--- config.mk ---
export PLATFORM = sky130hd
export DESIGN_NAME = partitioned_lru_replacement
export DESIGN_NICKNAME = d
export VERILOG_FILES = /design/src/rtl/plru_pkg.sv /design/src/rtl/plru_cell.sv /design/src/rtl/partitioned_lru_replacement.sv
export SDC_FILE = /design/constraint.sdc
export NUM_CORES = 1
export LEC_CHECK = 0
export CAP_MARGIN = 20
export CORE_MARGIN = 5
export CORE_UTILIZATION = 60
export DETAILED_ROUTE_END_ITERATION = 8
export DONT_BUFFER_PORTS = 1
export PLACE_DENSITY = 0.84
export SYNTH_ARGS = -nofsm -noshare
export SYNTH_HDL_FRONTEND = slang
export SYNTH_SLANG_ARGS = --single-unit
--- constraint.sdc ---
create_clock -name clk -period 3.83 [get_ports clk]
set_clock_uncertainty 0.05 [all_clocks]
set_input_delay 0.766 -clock clk [delete_from_list [all_inputs] [get_ports clk]]
set_output_delay 0.766 -clock clk [all_outputs]
set_load 0.01 [all_outputs]
--- src/rtl/plru_pkg.sv ---
// ----------------------------------------------------------------------------
// Partitioned LRU package
// Shared types and constants for the partitioned LRU replacement block.
// ----------------------------------------------------------------------------
`default_nettype none

package plru_pkg;

  localparam int AGE_W  = 3;
  localparam int MASK_W = 8;
  localparam int WAY_W  = 6;
  localparam int OUT_W  = 3;

  typedef enum logic {
    KIND_ACCESS = 1'b0,
    KIND_VICTIM = 1'b1
  } kind_t;

  typedef struct packed {
    kind_t              kind;
    logic               approx;
    logic [MASK_W-1:0]  valid_mask;
    logic [MASK_W-1:0]  repl_mask;
    logic               found;
    logic               hit;
    logic [AGE_W-1:0]   best;
    logic [WAY_W-1:0]   pick;
    logic [AGE_W-1:0]   pick_age;
  } pkt_t;

  typedef struct packed {
    logic               en;
    logic               exact;
    logic [WAY_W-1:0]   way;
    logic [AGE_W-1:0]   cur_age;
  } upd_t;

endpackage

`default_nettype wire

--- src/rtl/plru_cell.sv ---
// ----------------------------------------------------------------------------
// Partitioned LRU way cell
// Holds the age of one way, inspects the search packet as it passes and
// applies the broadcast age update at the end of a transaction.
// ----------------------------------------------------------------------------
`default_nettype none

module plru_cell
  import plru_pkg::*;
#(
  parameter int IDX        = 0,
  parameter int EXACT_WAYS = 3
) (
  input  wire logic clk,
  input  wire logic rst,
  input  wire pkt_t pkt_in,
  input  wire logic pkt_valid_in,
  output pkt_t      pkt_out,
  output logic      pkt_valid_out,
  input  wire upd_t upd
);

  localparam bit IS_EXACT = IDX < EXACT_WAYS;
  localparam bit IS_FIRST = IS_EXACT ? (IDX == 0) : (IDX == EXACT_WAYS);
  localparam bit HAS_MASK = IDX < MASK_W;
  localparam int POS      = IS_EXACT ? IDX : IDX - EXACT_WAYS;
  localparam logic [WAY_W-1:0] IDX_V   = WAY_W'(IDX);
  localparam logic [AGE_W-1:0] AGE_RST = AGE_W'(POS);

  logic [AGE_W-1:0] age;
  pkt_t             pkt_next;
  logic             vbit;
  logic             rbit;
  logic             in_part;

  assign vbit    = HAS_MASK ? pkt_in.valid_mask[IDX % MASK_W] : 1'b0;
  assign rbit    = HAS_MASK ? pkt_in.repl_mask[IDX % MASK_W] : 1'b0;
  assign in_part = (IS_EXACT == !pkt_in.approx);

  always_comb begin
    pkt_next = pkt_in;
    if (pkt_in.kind == KIND_ACCESS) begin
      if (pkt_in.pick == IDX_V) begin
        pkt_next.hit      = 1'b1;
        pkt_next.pick_age = age;
      end
    end else if (in_part) begin
      if (IS_FIRST) begin
        pkt_next.pick_age = age;
      end
      if (!pkt_in.found) begin
        if (!vbit) begin
          pkt_next.found    = 1'b1;
          pkt_next.pick     = IDX_V;
          pkt_next.pick_age = age;
        end else if (rbit && (age > pkt_in.best)) begin
          pkt_next.best     = age;
          pkt_next.pick     = IDX_V;
          pkt_next.pick_age = age;
        end
      end
    end
  end

  always_ff @(posedge clk) begin
    if (rst) begin
      pkt_valid_out <= 1'b0;
    end else begin
      pkt_valid_out <= pkt_valid_in;
    end
  end

  always_ff @(posedge clk) begin
    if (pkt_valid_in) begin
      pkt_out <= pkt_next;
    end
  end

  always_ff @(posedge clk) begin
    if (rst) begin
      age <= AGE_RST;
    end else if (upd.en && (upd.exact == IS_EXACT)) begin
      if (upd.way == IDX_V) begin
        age <= '0;
      end else if (age < upd.cur_age) begin
        age <= age + AGE_W'(1);
      end
    end
  end

endmodule

`default_nettype wire

--- src/rtl/partitioned_lru_replacement.sv ---
// ----------------------------------------------------------------------------
// Partitioned LRU replacement
// Replacement state for one cache set split into an exact and an
// approximate partition, built as a chain of per-way cells.
// ----------------------------------------------------------------------------
// Each transaction travels down a chain of ASSOC way cells, one cell per
// cycle, is captured in a final stage register in the next cycle and is
// then retired, in which cycle the age update is broadcast to all cells and
// a victim result is loaded into the output register. The block takes a new
// transaction only once the previous one has retired; a victim retire waits
// while an earlier victim result is still held and stalled in the output
// register.
`default_nettype none

module partitioned_lru_replacement
  import plru_pkg::*;
#(
  parameter int ASSOC      = 8,
  parameter int EXACT_WAYS = 3
) (
  input  wire logic              clk,
  input  wire logic              rst,
  input  wire logic              in_valid,
  output logic                   in_stall,
  input  wire logic              kind,
  input  wire logic [2:0]        touched_way,
  input  wire logic              approx_request,
  input  wire logic [MASK_W-1:0] valid_mask,
  input  wire logic [MASK_W-1:0] replaceable_mask,
  output logic                   out_valid,
  input  wire logic              out_stall,
  output logic [OUT_W-1:0]       victim_way
);

  pkt_t chain_pkt [ASSOC+1];
  logic chain_vld [ASSOC+1];
  pkt_t head;
  pkt_t fin;
  logic fin_valid;
  logic busy;
  logic accept;
  logic retire;
  upd_t upd;

  assign in_stall = busy;
  assign accept   = in_valid && !busy;

  always_comb begin
    head            = '0;
    head.kind       = kind_t'(kind);
    head.approx     = approx_request;
    head.valid_mask = valid_mask;
    head.repl_mask  = replaceable_mask;
    if (kind_t'(kind) == KIND_ACCESS) begin
      head.pick = WAY_W'(touched_way);
    end else if (approx_request) begin
      head.pick = WAY_W'(EXACT_WAYS);
    end else begin
      head.pick = '0;
    end
  end

  assign chain_pkt[0] = head;
  assign chain_vld[0] = accept;

  for (genvar i = 0; i < ASSOC; i++) begin : g_cell
    plru_cell #(
      .IDX        (i),
      .EXACT_WAYS (EXACT_WAYS)
    ) u_cell (
      .clk           (clk),
      .rst           (rst),
      .pkt_in        (chain_pkt[i]),
      .pkt_valid_in  (chain_vld[i]),
      .pkt_out       (chain_pkt[i+1]),
      .pkt_valid_out (chain_vld[i+1]),
      .upd           (upd)
    );
  end

  assign retire = fin_valid && ((fin.kind == KIND_ACCESS) || !out_valid || !out_stall);

  always_comb begin
    upd.en      = retire && ({1'b0, fin.pick} < (WAY_W+1)'(ASSOC)) &&
                  ((fin.kind == KIND_VICTIM) || fin.hit);
    upd.exact   = fin.pick < WAY_W'(EXACT_WAYS);
    upd.way     = fin.pick;
    upd.cur_age = fin.pick_age;
  end

  always_ff @(posedge clk) begin
    if (rst) begin
      busy      <= 1'b0;
      fin_valid <= 1'b0;
      out_valid <= 1'b0;
    end else begin
      if (accept) begin
        busy <= 1'b1;
      end else if (retire) begin
        busy <= 1'b0;
      end
      if (chain_vld[ASSOC]) begin
        fin_valid <= 1'b1;
      end else if (retire) begin
        fin_valid <= 1'b0;
      end
      if (retire && (fin.kind == KIND_VICTIM)) begin
        out_valid <= 1'b1;
      end else if (!out_stall) begin
        out_valid <= 1'b0;
      end
    end
  end

  always_ff @(posedge clk) begin
    if (chain_vld[ASSOC]) begin
      fin <= chain_pkt[ASSOC];
    end
    if (retire && (fin.kind == KIND_VICTIM)) begin
      victim_way <= fin.pick[OUT_W-1:0];
    end
  end

endmodule

`default_nettype wire

==> results of run 1 <==
synth_stat cells, drive strengths merged, types with 3 or more instances:
cell | instances | area (um^2)
or3 | 12 | 75.07
nor2 | 25 | 93.84
edfxtp | 166 | 4985
mux2 | 33 | 371.6
and2 | 7 | 43.79
buf | 4 | 20.02
ha | 46 | 575.6
nor2b | 30 | 187.7
inv | 49 | 183.9
and3 | 3 | 18.77
nor3b | 9 | 67.56
or2 | 14 | 87.58
o211ai | 5 | 37.54
clkbuf | 5 | 18.77
mux2i | 6 | 60.06
nand2b | 13 | 83.83
a31oi | 5 | 52.55
o21bai | 4 | 30.03
a221o | 4 | 40.04
nand2 | 31 | 116.4
nor3 | 12 | 65.06
o21ai | 28 | 147.6
a211oi | 9 | 77.57
a21o | 4 | 30.03
a21oi | 20 | 100.1
a2111oi | 4 | 97.59
nor4b | 4 | 35.03
nand3 | 17 | 85.08
dfxtp | 35 | 700.7
a211o | 3 | 26.28
critical path, stage by stage, from the launching register on:
cell      delay [ns]
dfxtp_1         0.44
ha_1            0.28
nor2b_1         0.13
o21ai_1         0.25
a211oi_1        0.17
nor3_1          0.46
mux2_2          0.41
metal layers:
layer	global-route usage, %	vias to the layer above
met5	0	-
met4	6.473	0
met3	4.024	34
met2	34.68	124
met1	23.01	2492
li1	-	2427
stage by stage:
| stage | hold WS [ns] | std cells |
|---|---|---|
| 2_1_floorplan | 0.3503 | 639 |
| 3_3_place_gp | 0.3506 | 816 |
| 3_5_place_dp | 0.3545 | 816 |
| 4_1_cts | 0.2788 | 852 |
| 5_1_grt | 0.2769 | 853 |
| 6_report | 0.2926 | 853 |
state kept, by name (all words and copies together) (netlist names):
name,cells
out_valid,1
g_cell.u_cell.pkt_valid_out,8
g_cell.u_cell.pkt_out,155
fin,8
in_stall,1
victim_way,3
g_cell.u_cell.age,24
fin_valid,1
worst paths after layout:
| kind | endpoint | slack [ns] | depth (start not counted) |
|---|---|---|---|
| min reg2reg | g_cell[1].u_cell.pkt_out[25]$_DFFE_PP_ | 0.36 | 0 |
| max | g_cell[4].u_cell.pkt_out[0]$_DFFE_PP_ | 1.39 | 6 |
| max reg2reg | g_cell[4].u_cell.pkt_out[0]$_DFFE_PP_ | 1.39 | 6 |
| min | in_stall$_SDFFE_PP0P_ | 0.29 | 1 |
placed cells by master (no fill, tap or decap), drive strengths merged, types with 25 or more instances in the layout:
cell type | synthesis | routed
mux2 | 33 | 33
ha | 46 | 46
o21ai | 28 | 28
dfxtp | 35 | 35
nand2 | 31 | 31
clkbuf | 5 | 27
nor2 | 25 | 25
inv | 49 | 51
nor2b | 30 | 30
edfxtp | 166 | 166
layout make-up:
cell class	instances	share of cell area, %
flip-flops and latches	201	58.90
multi-input cells	380	29.84
clock buffers	27	5.781
well taps	184	2.385
inverters	49	1.905
clock inverters	9	0.7518
repair buffers	3	0.4407
report_power, final:
part / switching [mW] / internal, mW / total, mW
registers: 0.0234 / 2.40 / 2.42
logic: 0.0359 / 0.0302 / 0.0661
clock network: 0.769 / 1.09 / 1.86
kinds of logic after synthesis:
logic type / count (synthesis) / synth area share (%)
xor+xnor: 2 / 0.1994
buf+inv: 58 / 2.535
flops: 201 / 64.71
compound gates: 107 / 9.356
fa+ha+maj: 46 / 6.551
simple gates: 186 / 11.73
mux: 39 / 4.913
==> results.cfg, run 1 <==
[run_status]
status = finished, final reports clean

[clock_tree]
ctsHtreeMaxLevel = 1
clock_latency_ns = 0.49
cts.sinks = 201
numCtsBuffers = 21
cts_tree = done
clock_path_buffers = 3
cts-root-buf = clkbuf_16
cts_setup_buffers = 0
ctsResizeCount = 0
postCtsHoldBufs = 0
clk_pin_slew_worst_paths_ns = 0.06

[worst_hold_path]
hold_class = input pin to flip-flop
hold_start = rst

[die]
die-area_um2 = 17160
rows = 44
dieWidth_um = 131.0
core_um2 = 14420
start_util_pct = 60.91
die_h_um = 131.0
io_pins = 30

[detailed_routing]
dr.first_iter.drc_count = 265
vias_per_cell = 5.952
route.met2.wl_um = 8282
vias = 5077
final_antenna_net_count = 0
wl_per_cell_um = 18.41
wl_met1_um = 6316
drtPass1Iterations = 5
wirelength_um = 15710
drc_errors = 0
dr_wl_met3_um = 712
top_layer = met4

[placement]
portBuffers = 0
placed_cell_area_um2 = 8995
dpl.hpwl_um = 11020
pre_cts_slack_ns = 1.476
routabilityCongestion = 0.8148

[synth]
synth-seq-cells = 201
ys.flop_type = edfxtp_1
ys_async_sr_fraction_pct = 0
ys_warn_count = 0
synth.avg_cell_area_um2 = 13.75
seq_area_frac_synth_pct = 64.71
synth-edff-count = 166
synth_cells = 639
synth_fp_nets = 710
synth.distinct_cells = 62
synth.cell_area_um2 = 8786

[timing]
finalCritPeriodShare_pct = 63.72
fmax_ghz = 0.4097
final-setup-viol-count = 0
maxSlewHeadroom_pct = 33.49
period_needed_ns = 2.441
tightest_slew_ns = 0.9963
fin_ws_ns = 1.389
maxSlewViolCount = 0
finalSetupTns_ns = 0
timing_hold_violations_final = 0
rsz0062_at_grt = false

[pwr]
p_per_area_nw_per_um2 = 450.8
totalPowerFinal_mw = 4.351
p_leak_nw = 3.450
peakVddDrop_uv = 435.2

[global_route]
grt_overflow = 0
grt_max_degree = 36
grt_pass1_vias = 5537
grt_pass1_wl_um = 26360
antenna_found_initial = 0
grtUsageTotal_pct = 19.28

[critical_path]
r2r-start = g_cell[4].u_cell.age[1]$_SDFFE_PP0P_
cp-startpoint = g_cell[4].u_cell.age[1]$_SDFFE_PP0P_
required_ns = 4.01
critical_path_class = flip-flop to flip-flop
cp.arrival_ns = 2.62
end_kind = flip-flop
crit_path_max_fanout = 6
start_kind = flip-flop

[finish]
final_area_um2 = 9653
drive_above_1_share_pct = 13.90
nets = 727
multi_input_area_um2 = 2880
syn_to_final_growth_pct = 9.869
num_antenna_cells = 0
seq_area_um2 = 5685
fillers = 1001
post-route-util_pct = 66.92

[flow_run]
drv_cap = 0
Note: power is estimated with default switching activity, not from simulation.
==> run 2, diff against run 1 <==
CORE_UTILIZATION = 57   (was 60)
PLACE_DENSITY = 0.83   (was 0.84)
clock period = 2.1 ns   (was 3.83 ns; I/O delays follow)
==> run 2 against run 1 <==
  * The flow now finishes with violations (setup timing)
  * First-iteration DRC count increased by 62%
  * Register-to-register slack worse by 1.4 ns
  * Total power increased by 93%
  * Hold slack got worse by 0.27 ns
  * Worst setup slack worse by 1.4 ns
  * Critical path depth increased by 1
  * Fmax increased by 16%
  * Combinational power grew to 2.9 times the previous value
  * Wire length grew 15%
  * Largest cell class unchanged
  * Largest power group unchanged
==> results.cfg, run 2 (synthesis gave the netlist of run 1 again) <==
[critical_path]
critical_path.slowest_cell = a2111oi_4
critical_path_class = flip-flop to flip-flop
end_kind = flip-flop
worst-path-buf-inv = 2
cp.arrival_ns = 2.30
crit_path_max_fanout = 3
start_kind = flip-flop
cp_top_family = compound AO/OA/AOI/OAI gates
slowest_delay_ns = 0.44
path_cells = inv_1 -> ha_4 -> nor2b_4 -> o21ai_2 -> buf_4 -> a2111oi_4 -> mux2_4
required_ns = 2.29

[global_route]
grtUsageTotal_pct = 19.20
grt_max_degree = 29
grt_pass1_wl_um = 27730
antenna_found_initial = 0
grt_pass1_vias = 5838
grt_overflow = 0

[clock_tree]
clock_path_buffers = 3
numCtsBuffers = 22
clk_pin_slew_worst_paths_ns = 0.06
cts-root-buf = clkbuf_16
clock_latency_ns = 0.50
cts_tree = done
ctsHtreeMaxLevel = 1
cts.sinks = 201

[die]
rows = 45
start_util_pct = 58.01
dieWidth_um = 134.2
io_pins = 30
die_h_um = 134.2
core_um2 = 15150
die-area_um2 = 18000

[flow_run]
drv_cap = 0

[timing]
tightest_slew_ns = 0.8034
hold_slack_ns = 0.02627
fmax_ghz = 0.4745
final-setup-viol-count = 1
finalCritPeriodShare_pct = 100.4
maxSlewViolCount = 0
timing_hold_violations_final = 0
rsz0062_at_grt = true
maxSlewHeadroom_pct = 46.37
fin_ws_ns = -0.007412
period_needed_ns = 2.107

[pwr]
p_seq_share_pct = 52.4
totalPowerFinal_mw = 8.406
power.switching_mw = 1.620
p_per_area_nw_per_um2 = 794.8
peakVddDrop_uv = 778.8
p_leak_nw = 3.909
internal-power_mw = 6.786
p_comb_share_pct = 2.3
switching_share_pct = 19.27
power.share.clock_pct = 45.3

[finish]
final_area_um2 = 10580
layout_common_cells = edfxtp_1 (166), buf_4 (56), inv_1 (42)
num_antenna_cells = 0
syn_to_final_growth_pct = 20.38
final_common_cell = edfxtp_1
fillers = 940
nets = 799
reg_top3 = g_cell.u_cell.pkt_out x155, g_cell.u_cell.age x24
largest_reg_flops = 155
regMostFlops = g_cell.u_cell.pkt_out
fin_cells = 932
drive_above_1_share_pct = 25.54

[detailed_routing]
vias_per_cell = 5.961
drtPass1Iterations = 5
dr.first_iter.drc_count = 430
wl_per_cell_um = 19.43
wirelength_um = 18110
drc_errors = 0
final_antenna_net_count = 0
vias = 5556

[placement]
portBuffers = 0
placedCellCount = 864
dpl.hpwl_um = 11810
placed_cell_area_um2 = 9335
routabilityCongestion = 0.8631

[run_status]
violations = setup timing
status = finished with violations

[worst_hold_path]
hold_class = input pin to flip-flop
run 2: worst paths after layout:
path / depth (start not counted) / endpoint / startpoint / slack [ns]
worst max-delay path: 7 / g_cell[4].u_cell.pkt_out[9]$_DFFE_PP_ / g_cell[3].u_cell.pkt_out[10]$_DFFE_PP_ / -0.007
worst min-delay path: 2 / out_valid$_SDFFE_PP0P_ / out_stall / 0.03
worst max register to register: 7 / g_cell[4].u_cell.pkt_out[9]$_DFFE_PP_ / g_cell[3].u_cell.pkt_out[10]$_DFFE_PP_ / -0.007
worst min register to register: 0 / g_cell[2].u_cell.pkt_out[27]$_DFFE_PP_ / g_cell[1].u_cell.pkt_out[27]$_DFFE_PP_ / 0.37
run 2: power groups by stage:
stage	clock network [mW]	logic [mW]	registers [mW]
6_report	3.80	0.193	4.41
5_1_grt	4.04	0.210	4.41
4_1_cts	3.87	0.181	4.41
3_5_place_dp	0	0.136	4.49
3_3_place_gp	0	0.128	4.49
2_1_floorplan	0	0.0915	4.49
run 2: area by class of cell:
class                      count  area, um^2  area share [%]
clock inverter                 9       133.9           1.266
tap                          188       235.2           2.224
inverter                      49       183.9           1.739
multi-input combinational    380        3141           29.69
sequential                   201        5688           53.78
timing repair buffer          74       610.6           5.773
clock buffer                  31       584.3           5.525
run 2: per-layer routing:
layer	routed length, um	vias to the layer above	global-route usage [%]
met3	1078	62	3.563
met1	6764	2710	22.17
met4	656	0	7.523
met5	0	-	0
met2	9610	208	35.35
li1	-	2576	-
run 2: timing repair:
item / CTS / global route
hold buffers: 18 / 0
setup buffers: 4 / 6
gates resized for setup: 21 / 38
pin swaps: 13 / 21
hold endpoints to repair: 41 / 0
setup endpoints to repair: 23 / 38
run 2: through the flow:
stage                 TNS [ns]  setup slack [ns]  util, %
global placement    -0.0007943        -0.0006408    61.64
CTS                          0           0.01211    68.37
floorplan                    0           0.03522        -
global route           -0.6143          -0.07511    69.83
detailed placement     -0.9390          -0.07558    61.64
finish               -0.007412         -0.007412    69.83
